**config.mk**
```make
export PLATFORM = sky130hd
export DESIGN_NAME = base64_stream_encoder_flat
export DESIGN_NICKNAME = d
export VERILOG_FILES = /design/src/hdl/b64_pkg.sv /design/src/hdl/b64_stream_if.sv /design/src/hdl/b64_front.sv /design/src/hdl/b64_queue.sv /design/src/hdl/b64_back.sv /design/src/hdl/base64_stream_encoder.sv /design/src/flat_wrapper.sv
export SDC_FILE = /design/constraint.sdc
export NUM_CORES = 1
export LEC_CHECK = 0
export BUFFER_PORTS_ARGS = -buffer_cell sky130_fd_sc_hd__buf_2
export CAP_MARGIN = 20
export CORE_MARGIN = 1
export CORE_UTILIZATION = 45
export DETAILED_ROUTE_END_ITERATION = 8
export PLACE_DENSITY = 0.59
export REMOVE_ABC_BUFFERS = 1
export SETUP_SLACK_MARGIN = 0.3
export SYNTH_ARGS = -nofsm -noshare
export SYNTH_HDL_FRONTEND = slang
export SYNTH_HIERARCHICAL = 1
export SYNTH_SLANG_ARGS = --single-unit
```
**constraint.sdc**
```tcl
create_clock -name i_clk -period 5.15 [get_ports i_clk]
set_clock_uncertainty 0.15 [all_clocks]
set_input_delay 1.03 -clock i_clk [delete_from_list [all_inputs] [get_ports i_clk]]
set_output_delay 1.03 -clock i_clk [all_outputs]
set_load 0.005 [all_outputs]
```
**src/hdl/b64_pkg.sv**
```systemverilog
`default_nettype none
// ----------------------------------------------------------------------------
// b64_pkg: shared types and constants for the base64 stream encoder
// Group word handed from the front end to the character serializer, queue
// status, and the sextet-to-character mapping of the standard alphabet.
// ----------------------------------------------------------------------------
package b64_pkg;

    localparam int unsigned QUEUE_DEPTH = 2;
    localparam logic [7:0]  PAD_CHAR    = 8'h3D;

    // One complete or flushed group of up to three bytes.
    typedef struct packed {
        logic [23:0] group;
        logic [2:0]  nchars;   // data characters before padding, 2..4
        logic        last;
    } t_group;

    typedef struct packed {
        logic full;
        logic empty;
    } t_q_status;

    function automatic logic [7:0] b64_char(input logic [5:0] sextet);
        logic [7:0] v;
        logic [7:0] c;
        v = {2'b00, sextet};
        if (sextet < 6'd26) begin
            c = 8'h41 + v;
        end else if (sextet < 6'd52) begin
            c = 8'h61 + (v - 8'd26);
        end else if (sextet < 6'd62) begin
            c = 8'h30 + (v - 8'd52);
        end else if (sextet == 6'd62) begin
            c = 8'h2B;
        end else begin
            c = 8'h2F;
        end
        return c;
    endfunction

endpackage
`default_nettype wire

```
**src/hdl/b64_stream_if.sv**
```systemverilog
`default_nettype none
// ----------------------------------------------------------------------------
// b64_stream_if: valid/ready channels of the base64 stream encoder
// Byte channel into the encoder and character channel out of it.
// ----------------------------------------------------------------------------
interface b64_in_if;
    logic       valid;
    logic       ready;
    logic [7:0] in_byte;
    logic       in_last;

    modport source (output valid, output in_byte, output in_last, input ready);
    modport sink   (input valid, input in_byte, input in_last, output ready);
endinterface

interface b64_out_if;
    logic       valid;
    logic       ready;
    logic [7:0] out_char;
    logic       out_last;

    modport source (output valid, output out_char, output out_last, input ready);
    modport sink   (input valid, input out_char, input out_last, output ready);
endinterface
`default_nettype wire

```
**src/hdl/b64_front.sv**
```systemverilog
`default_nettype none
// ----------------------------------------------------------------------------
// b64_front: byte collector
// Gathers bytes into groups of three and pushes a group word on every third
// byte or on the last byte of a message.
// ----------------------------------------------------------------------------
module b64_front (
    input  wire logic              i_clk,
    input  wire logic              i_rst_n,
    b64_in_if.sink                 i_in,
    input  wire b64_pkg::t_q_status i_q_status,
    output logic                   o_push,
    output b64_pkg::t_group        o_push_data
);
    import b64_pkg::*;

    logic [15:0] r_held;
    logic [1:0]  r_cnt;
    logic [15:0] n_held;
    logic [1:0]  n_cnt;
    logic        w_accept;

    assign i_in.ready = !i_q_status.full;
    assign w_accept   = i_in.valid && i_in.ready;

    always_comb begin
        n_held      = r_held;
        n_cnt       = r_cnt;
        o_push      = 1'b0;
        o_push_data = '0;
        o_push_data.last = i_in.in_last;
        // a count of three is handled like two
        if (r_cnt[1]) begin
            o_push_data.group  = {r_held, i_in.in_byte};
            o_push_data.nchars = 3'd4;
        end else if (r_cnt == 2'd0) begin
            o_push_data.group  = {i_in.in_byte, 16'h0000};
            o_push_data.nchars = 3'd2;
        end else begin
            o_push_data.group  = {r_held[15:8], i_in.in_byte, 8'h00};
            o_push_data.nchars = 3'd3;
        end
        if (w_accept) begin
            if (r_cnt[1] || i_in.in_last) begin
                o_push = 1'b1;
                n_held = '0;
                n_cnt  = 2'd0;
            end else if (r_cnt == 2'd0) begin
                n_held = {i_in.in_byte, 8'h00};
                n_cnt  = 2'd1;
            end else begin
                n_held = {r_held[15:8], i_in.in_byte};
                n_cnt  = 2'd2;
            end
        end
    end

    always_ff @(posedge i_clk) begin
        if (!i_rst_n) begin
            r_held <= '0;
            r_cnt  <= 2'd0;
        end else begin
            r_held <= n_held;
            r_cnt  <= n_cnt;
        end
    end

endmodule
`default_nettype wire

```
**src/hdl/b64_queue.sv**
```systemverilog
`default_nettype none
// ----------------------------------------------------------------------------
// b64_queue: group word queue
// Two-entry FIFO between the byte collector and the character serializer.
// ----------------------------------------------------------------------------
module b64_queue (
    input  wire logic               i_clk,
    input  wire logic               i_rst_n,
    input  wire logic               i_push,
    input  wire b64_pkg::t_group    i_push_data,
    input  wire logic               i_pop,
    output b64_pkg::t_group         o_head,
    output b64_pkg::t_q_status      o_status
);
    import b64_pkg::*;

    localparam int unsigned PTR_W = $clog2(QUEUE_DEPTH);

    t_group            r_entry [QUEUE_DEPTH];
    logic [PTR_W-1:0]  r_wr_ptr;
    logic [PTR_W-1:0]  r_rd_ptr;
    logic [PTR_W:0]    r_count;
    logic              w_push;
    logic              w_pop;

    assign o_status.full  = (r_count == (PTR_W+1)'(QUEUE_DEPTH));
    assign o_status.empty = (r_count == '0);
    assign o_head         = r_entry[r_rd_ptr];
    assign w_push         = i_push && !o_status.full;
    assign w_pop          = i_pop && !o_status.empty;

    always_ff @(posedge i_clk) begin
        if (w_push) begin
            r_entry[r_wr_ptr] <= i_push_data;
        end
    end

    always_ff @(posedge i_clk) begin
        if (!i_rst_n) begin
            r_wr_ptr <= '0;
            r_rd_ptr <= '0;
            r_count  <= '0;
        end else begin
            if (w_push) begin
                r_wr_ptr <= (r_wr_ptr == PTR_W'(QUEUE_DEPTH - 1)) ? '0 : r_wr_ptr + 1'b1;
            end
            if (w_pop) begin
                r_rd_ptr <= (r_rd_ptr == PTR_W'(QUEUE_DEPTH - 1)) ? '0 : r_rd_ptr + 1'b1;
            end
            case ({w_push, w_pop})
                2'b10:   r_count <= r_count + 1'b1;
                2'b01:   r_count <= r_count - 1'b1;
                default: r_count <= r_count;
            endcase
        end
    end

endmodule
`default_nettype wire

```
**src/hdl/b64_back.sv**
```systemverilog
`default_nettype none
// ----------------------------------------------------------------------------
// b64_back: character serializer
// Turns the queue head into four characters, one per cycle unless stalled,
// into a registered output stage; pops the group as its fourth is loaded.
// ----------------------------------------------------------------------------
module b64_back (
    input  wire logic               i_clk,
    input  wire logic               i_rst_n,
    input  wire b64_pkg::t_group    i_head,
    input  wire b64_pkg::t_q_status i_q_status,
    output logic                    o_pop,
    b64_out_if.source               o_out
);
    import b64_pkg::*;

    logic [1:0] r_idx;
    logic       r_valid;
    logic [7:0] r_char;
    logic       r_last;
    logic       w_load;
    logic [5:0] w_sextet;
    logic [7:0] w_char;

    assign w_load = !i_q_status.empty && (!r_valid || o_out.ready);
    assign o_pop  = w_load && (r_idx == 2'd3);

    always_comb begin
        case (r_idx)
            2'd0:    w_sextet = i_head.group[23:18];
            2'd1:    w_sextet = i_head.group[17:12];
            2'd2:    w_sextet = i_head.group[11:6];
            default: w_sextet = i_head.group[5:0];
        endcase
        w_char = ({1'b0, r_idx} < i_head.nchars) ? b64_char(w_sextet) : PAD_CHAR;
    end

    always_ff @(posedge i_clk) begin
        if (w_load) begin
            r_char <= w_char;
            r_last <= (r_idx == 2'd3) && i_head.last;
        end
    end

    always_ff @(posedge i_clk) begin
        if (!i_rst_n) begin
            r_idx   <= 2'd0;
            r_valid <= 1'b0;
        end else begin
            if (w_load) begin
                r_idx   <= r_idx + 2'd1;
                r_valid <= 1'b1;
            end else if (o_out.ready) begin
                r_valid <= 1'b0;
            end
        end
    end

    assign o_out.valid    = r_valid;
    assign o_out.out_char = r_char;
    assign o_out.out_last = r_last;

endmodule
`default_nettype wire

```
**src/hdl/base64_stream_encoder.sv**
```systemverilog
`default_nettype none
// ----------------------------------------------------------------------------
// base64_stream_encoder: byte stream to standard base64 characters
// Collects bytes into groups of three and emits four characters per group,
// flushing with '=' padding on the byte marked last.
// ----------------------------------------------------------------------------
// A byte is taken in every cycle while the two-entry group queue has room;
// characters leave one per cycle, while the receiver is ready, from a registered
// output stage, so a sustained stream takes three bytes per four characters, a
// rate set by the one-character-per-cycle output channel. With the serializer
// idle, the byte that completes or flushes a group writes it into the queue,
// then its first character is registered; else it waits behind queued groups.
// out_last marks the fourth character of a group whose final byte was last.
module base64_stream_encoder (
    input  wire logic i_clk,
    input  wire logic i_rst_n,
    b64_in_if.sink    i_in,
    b64_out_if.source o_out
);
    import b64_pkg::*;

    logic      w_push;
    t_group    w_push_data;
    logic      w_pop;
    t_group    w_head;
    t_q_status w_q_status;

    b64_front u_front (
        .i_clk       (i_clk),
        .i_rst_n     (i_rst_n),
        .i_in        (i_in),
        .i_q_status  (w_q_status),
        .o_push      (w_push),
        .o_push_data (w_push_data)
    );

    b64_queue u_queue (
        .i_clk       (i_clk),
        .i_rst_n     (i_rst_n),
        .i_push      (w_push),
        .i_push_data (w_push_data),
        .i_pop       (w_pop),
        .o_head      (w_head),
        .o_status    (w_q_status)
    );

    b64_back u_back (
        .i_clk      (i_clk),
        .i_rst_n    (i_rst_n),
        .i_head     (w_head),
        .i_q_status (w_q_status),
        .o_pop      (w_pop),
        .o_out      (o_out)
    );

endmodule
`default_nettype wire

```
**src/flat_wrapper.sv**
```systemverilog
// flat-port wrapper written by rule: the top's interface ports become plain ports
module base64_stream_encoder_flat import b64_pkg::*;
  (i_clk, i_rst_n, i_in_valid, i_in_in_byte, i_in_in_last, i_in_ready, o_out_valid, o_out_out_char, o_out_out_last, o_out_ready);
  b64_in_if i_in_i ();
  b64_out_if o_out_i ();
  input  wire logic i_clk;
  input  wire logic i_rst_n;
  input wire logic [$bits(i_in_i.valid)-1:0] i_in_valid;
  input wire logic [$bits(i_in_i.in_byte)-1:0] i_in_in_byte;
  input wire logic [$bits(i_in_i.in_last)-1:0] i_in_in_last;
  output wire logic [$bits(i_in_i.ready)-1:0] i_in_ready;
  output wire logic [$bits(o_out_i.valid)-1:0] o_out_valid;
  output wire logic [$bits(o_out_i.out_char)-1:0] o_out_out_char;
  output wire logic [$bits(o_out_i.out_last)-1:0] o_out_out_last;
  input wire logic [$bits(o_out_i.ready)-1:0] o_out_ready;
  assign i_in_i.valid = i_in_valid;
  assign i_in_i.in_byte = i_in_in_byte;
  assign i_in_i.in_last = i_in_in_last;
  assign i_in_ready = i_in_i.ready;
  assign o_out_valid = o_out_i.valid;
  assign o_out_out_char = o_out_i.out_char;
  assign o_out_out_last = o_out_i.out_last;
  assign o_out_i.ready = o_out_ready;
  base64_stream_encoder u_core (.i_clk(i_clk), .i_rst_n(i_rst_n), .i_in(i_in_i), .o_out(o_out_i));
endmodule
```
==> results of run 1 <==
==> area by class of cell <==
class / instances / area, µm²
Multi-Input combinational cell: 235 / 1890
Clock buffer: 9 / 124
Tap cell: 133 / 166
Fill cell: 872 / 4810
Timing Repair Buffer: 29 / 180
Inverter: 18 / 67.6
Clock inverter: 7 / 60.1
Sequential cell: 91 / 2470
==> cells by family after synthesis <==
family	after synthesis	synth area share, %
and+or+nand+nor	87	11.5
buffers and inverters	34	3.57
AOI/OAI and AO/OA	86	14.9
xor gates and xnor gates	6	1.16
DFF	91	54.6
adders and majority gates	13	3.54
muxes	43	10.7
==> worst max-delay path, stage by stage, from the launching register on <==
cell and delay [ns]:
dfxtp_1 0.54, buf_4 0.35, mux2_2 0.37, a222oi_1 0.46, mux2_2 0.32, ha_1 0.29
nor3b_1 0.48, or4bb_1 0.53, a31oi_1 0.18, a311o_1 0.16, o2111ai_1 0.12
==> layout by cell type, fill, tap and decap left out, types with 7 or more instances in the layout <==
| cell | instances |
|---|---|
| clkbuf_8 | 9 |
| nand2_1 | 19 |
| mux2_2 | 39 |
| and2_1 | 13 |
| nor2b_1 | 8 |
| nand3_1 | 7 |
| edfxtp_1 | 65 |
| a222oi_1 | 7 |
| inv_1 | 16 |
| buf_2 | 23 |
| a21oi_1 | 9 |
| o21ai_0 | 9 |
| dfxtp_1 | 26 |
| ha_1 | 12 |
| a22o_1 | 22 |
==> through the flow <==
step	utilization, %	setup slack [ns]	power [mW]
2_1_floorplan	-	0.983	1.09
3_3_place_gp	48.6	1.07	1.18
3_5_place_dp	48.9	0.969	1.19
4_1_cts	50.8	0.947	1.63
5_1_grt	50.8	0.614	1.70
6_report	50.8	0.898	1.62
==> layer usage <==
metal  share of wire [%]  track usage (%)
met4                 2.4             8.90
met1                  45             25.1
met5                   0                0
met2                  48             31.1
met3                 4.1             2.94
==> power breakdown <==
| part | internal [mW] | switching, mW |
|---|---|---|
| logic | 0.138 | 0.192 |
| clock network | 0.183 | 0.268 |
| registers | 0.828 | 0.0137 |
==> worst max-delay path by stage <==
stage                     startpoint  cells past startpoint                                            end  slack [ns]
after floorplan             register                     10  u_core/u_back/o_out.out_char[4]$_SDFFCE_PP1P_        0.98
after global placement      register                     10  u_core/u_back/o_out.out_char[4]$_SDFFCE_PP1P_        1.07
after detailed placement    register                     10  u_core/u_back/o_out.out_char[4]$_SDFFCE_PP1P_        0.97
after CTS                   register                     10  u_core/u_back/o_out.out_char[4]$_SDFFCE_PP1P_        0.95
after global routing        register                     10  u_core/u_back/o_out.out_char[4]$_SDFFCE_PP1P_        0.61
final                       register                     10  u_core/u_back/o_out.out_char[4]$_SDFFCE_PP1P_        0.90
==> flip-flops by register name (all words and copies together), names as in the netlist, named ones only <==
register	cells
u_core/u_back/o_out.valid	1
u_core/u_front/r_cnt	2
u_core/u_queue/r_entry	56
u_core/u_queue/r_wr_ptr	1
u_core/u_queue/r_count	2
u_core/u_back/o_out.out_char	8
u_core/u_front/r_held	16
u_core/u_queue/r_rd_ptr	1
u_core/u_back/r_idx	2
u_core/u_back/o_out.out_last	1
==> flow_summary_export.csv, run 1 <==
group,metric,value,unit
status,status,"completed",
timing,setup-tns-final,0,ns
timing,period_share,82.6,%
clocking,cts.sinks,91,
routing,drt_first_pass_iters,4,
global_route,overflow,0,
clocking,cts_resized,0,
critical_path,r2r_slack,0.90,ns
timing,drv_slew,0,
floorplanning,placementRows,36,
job,maxCapViolations,0,
routing,drt-total-wl,9080,µm
synthesis,ys_seq_area_share,54.6,%
global_route,grt_max_degree,29,
finish,drive_above_1_share,25.4,%
global_route,grt_pass1_wl,14800,µm
pwr,ir_drop,0.144,mV
clocking,cts_htree_levels,3,
synthesis,synth_seq_cells,91,
routing,drt-vias-per-instance,5.62,
synthesis,synth.top_cells.by_area,"edfxtp_1 43%, dfxtp_1 11%, mux2_2 9.7%",
critical_path,crit_fanout,20,
routing,drc,0,
worst_hold_path,min_path_cells,2,
synthesis,yosysMostFrequentCell,"edfxtp_1",
clocking,insertion_delay,0.36,ns
floorplanning,dieArea,0.0105,mm²
critical_path,startpoint_type,"register",
clocking,ctsLongestPathBuffers,2,
place,gp_congestion,0.849,
synthesis,synthArstFlopShare,0,%
finish,finalInstanceArea,0.00496,mm²
finish,fin_nets,409,
timing,max_slew.worst_pin.slew,1.46,ns
timing,fin_crit,4.25,ns
floorplanning,top_level_ports,24,
critical_path,required,5.06,ns
worst_hold_path,hold_class,"register to register",
clocking,postCtsHoldBufs,0,
synthesis,yosysWarnings,6,
floorplanning,start_util,46.3,%
place,port_buffers,23,
finish,area_growth,9.65,%
critical_path,reg2reg_to,"u_core/u_back/o_out.out_char[4]$_SDFFCE_PP1P_",
floorplanning,coreArea,0.00977,mm²
global_route,grt_use_total,19.1,%
floorplanning,die_h,102,µm
worst_hold_path,hp-start,"u_core/u_front/r_held[7]$_SDFFE_PN0P_",
clocking,cts_setup_buffers,0,
critical_path,path_class,"register to register",
synthesis,synth_top_area_cell,"edfxtp_1",
clocking,numCtsBuffers,9,
synthesis,syn_avg_cell_area,12.6,µm²
timing,hold_viol,0,
synthesis,synth_cells,360,
clocking,cts_tree,"done",
routing,dr.first_iter.drc_count,194,
timing,relSlewSlack,2.76,%
worst_hold_path,hold_end,"u_core/u_front/r_held[7]$_SDFFE_PN0P_",
synthesis,ys_top_cells_by_count,"65 x edfxtp_1, 39 x mux2_2, 26 x dfxtp_1",
global_route,antenna_found_initial,0,
global_route,grt_pass1_vias,2894,
finish,diodes,0,
place,dpl_cell_area,0.00478,mm²
synthesis,synth_flop_cell,"edfxtp_1",
pwr,p_leak,1.80,nW
critical_path,crit_path_end_kind,"register",
synthesis,synth_top_area_share,43.1,%
routing,ant_nets,0,
routing,num_vias,2932,
place,post-dp-hpwl,6370,µm
place,place_inst,506,
timing,fmax,235,MHz
timing,hold_ws,0.332,ns
pwr,pwr_density_cell,327,mW/mm²
timing,setup_viol,0,
clocking,ctsRootBufferMaster,"clkbuf_8",
timing,rsz0062_at_grt,"false",
floorplanning,die_w,102,µm
critical_path,cp.arrival,4.16,ns
routing,wire_per_inst,17.4,µm
clocking,clk_pin_slew,0.09,ns
synthesis,synth_edf_count,65,
finish,instances_no_fill,522,
synthesis,ys_types,65,
critical_path,worst_r2r_path_depth,10,
synthesis,netlist_area,0.00453,mm²
(Power assumes the default switching activity.)
==> run 2, diff against run 1 <==
clock period = 4.37 ns   (was 5.15 ns; I/O delays follow)
==> flow_summary_export.csv, run 2 (synthesis gave the netlist of run 1 again) <==
group,metric,value,unit
global_route,grt_pass1_vias,2837,
finish,drive_above_1_share,27.2,%
critical_path,crit_path_top_delay_cell,"or4bb_1",
finish,largest_reg_flops,56,
pwr,p_leak,1.84,nW
global_route,grt_pass1_wl,14700,µm
clocking,insertion_delay,0.37,ns
finish,diodes,0,
floorplanning,top_level_ports,24,
timing,rsz0062_at_grt,"false",
clocking,cts_htree_levels,3,
floorplanning,coreArea,0.00977,mm²
finish,fin_nets,417,
routing,ant_nets,0,
critical_path,cp_cell_sequence,"buf_4, mux2_2, a222oi_1, mux2_2, ha_1, nor3b_2, or4bb_1, a31oi_1, a311o_1, o2111ai_1",
timing,max_slew.worst_pin.slew,0.803,ns
routing,num_vias,2958,
worst_hold_path,hold_class,"register to register",
global_route,grt_use_total,18.9,%
clocking,cts_tree,"done",
timing,relSlewSlack,46.3,%
clocking,clk_pin_slew,0.11,ns
timing,hold_viol,0,
timing,period_share,86.6,%
finish,fin_util,51.5,%
clocking,ctsLongestPathBuffers,2,
pwr,p_seq_share,50.5,%
timing,fin_crit,3.79,ns
global_route,antenna_found_initial,0,
finish,layout_common_cells,"65 x edfxtp_1, 39 x mux2_2, 26 x dfxtp_1, 23 x buf_2, 22 x a22o_1",
pwr,ir_drop,0.176,mV
critical_path,crit_fanout,6,
critical_path,crit_path_end_kind,"register",
worst_hold_path,hold_end,"u_core/u_front/r_held[10]$_SDFFE_PN0P_",
clocking,ctsRootBufferMaster,"clkbuf_8",
timing,fmax,264,MHz
pwr,p_switching,0.591,mW
timing,drv_slew,0,
finish,seqCellArea,0.00247,mm²
status,status,"completed",
critical_path,path_common_cell,"mux2_2",
place,port_buffers,23,
clocking,numCtsBuffers,9,
finish,final_common_cell,"edfxtp_1",
worst_hold_path,hp-start,"u_core/u_front/r_held[10]$_SDFFE_PN0P_",
timing,setup-tns-final,0,ns
pwr,netSwitchingFraction,30.1,%
pwr,comb_power_share,20.2,%
critical_path,reg2reg_to,"u_core/u_back/o_out.out_char[4]$_SDFFCE_PP1P_",
floorplanning,dieArea,0.0105,mm²
finish,area_growth,11.1,%
routing,wire_per_inst,17.3,µm
critical_path,cp.arrival,3.71,ns
routing,dr.first_iter.drc_count,139,
place,gp_congestion,0.831,
job,maxCapViolations,0,
timing,hold_ws,0.335,ns
floorplanning,start_util,46.3,%
routing,drt-total-wl,9170,µm
critical_path,path_class,"register to register",
critical_path,required,4.30,ns
floorplanning,placementRows,36,
pwr,internal-power,1.37,mW
global_route,overflow,0,
global_route,grt_max_degree,29,
routing,drc,0,
finish,fill_cells,892,
critical_path,worst_r2r_path_depth,10,
worst_hold_path,min_path_cells,1,
place,post-dp-hpwl,6470,µm
finish,largest_register,"u_core/u_queue/r_entry",
floorplanning,die_w,102,µm
routing,drt-vias-per-instance,5.58,
pwr,clkPwrFrac,29.3,%
finish,multi_input_area,0.00190,mm²
critical_path,startpoint_type,"register",
pwr,pwr_density_cell,391,mW/mm²
critical_path,critPathMaxStageDelay,0.51,ns
timing,setup_viol,0,
critical_path,r2r_slack,0.58,ns
clocking,cts.sinks,91,
floorplanning,die_h,102,µm
routing,drt_first_pass_iters,4,
==> run 2: cell count changes in the layout (fill, tap and decap cells not counted) <==
cell / previous run / this run
nor3b_1: 3 / 2
inv_6: 3 / 1
nor3b_2: 0 / 1
buf_16: 1 / 0
clkinv_4: 0 / 2
buf_4: 5 / 14
clkinv_2: 2 / 0
clkinv_8: 1 / 2
inv_8: 0 / 2
clkinvlp_4: 1 / 0
==> run 2: metal layers <==
metal  vias to the layer above  track usage, %  share of wire, %
met5                         -               0                 0
met4                         0            7.14               1.9
met3                        17            3.35               2.4
met2                        53            30.6                48
met1                      1447            25.4                48
li1                       1441               -                 -
==> run 2: how the worst max path moves through the flow <==
stage	from	end	slack, ns	depth (start not counted)
after floorplan	register	u_core/u_back/o_out.out_char[4]$_SDFFCE_PP1P_	0.20	10
after global placement	register	u_core/u_back/o_out.out_char[4]$_SDFFCE_PP1P_	0.57	12
after detailed placement	register	u_core/u_back/o_out.out_char[4]$_SDFFCE_PP1P_	0.49	10
after CTS	register	u_core/u_back/o_out.out_char[4]$_SDFFCE_PP1P_	0.46	10
after global routing	register	u_core/u_back/o_out.out_char[4]$_SDFFCE_PP1P_	0.36	10
final	register	u_core/u_back/o_out.out_char[4]$_SDFFCE_PP1P_	0.58	10
==> run 2: power by group through the flow <==
stage               registers, mW  clock network (mW)  logic, mW
floorplan                    1.01                   0      0.270
global placement             1.01                   0      0.392
detailed placement           1.01                   0      0.393
CTS                         0.992               0.587      0.395
global route                0.996               0.622      0.442
finish                      0.992               0.576      0.397
==> run 2: critical path, delay by kind of cell (launching register included) <==
family / cells / cell delay, ns
compound gates: 4 / 0.91
fa+ha+maj: 1 / 0.29
buf+inv: 1 / 0.19
flops: 1 / 0.46
mux: 2 / 0.67
simple gates: 2 / 0.82
==> run 2: stage by stage <==
stage / cell area, µm² / setup slack (ns) / power (mW) / instances
after floorplan: 4430 / 0.203 / 1.28 / 344
after global placement: 4820 / 0.570 / 1.40 / 514
after detailed placement: 4820 / 0.487 / 1.40 / 514
after CTS: 5020 / 0.464 / 1.97 / 530
after global routing: 5030 / 0.365 / 2.06 / 530
final: 5030 / 0.585 / 1.96 / 530
==> run 2: timing repair <==
| action | in CTS | in global routing |
|---|---|---|
| setup buffers | 0 | 0 |
| endpoints found under the setup margin | 0 | 1 |
| resized for setup | 0 | 1 |
| hold buffers | 0 | 0 |
==> run 2: cell type report <==
cell class,count,area share (%)
flip-flops and latches,91,49.2
clock buffers,9,2.46
repair buffers,37,4.38
clock inverters,7,1.62
well taps,133,3.31
inverters,18,1.34
multi-input cells,235,37.7
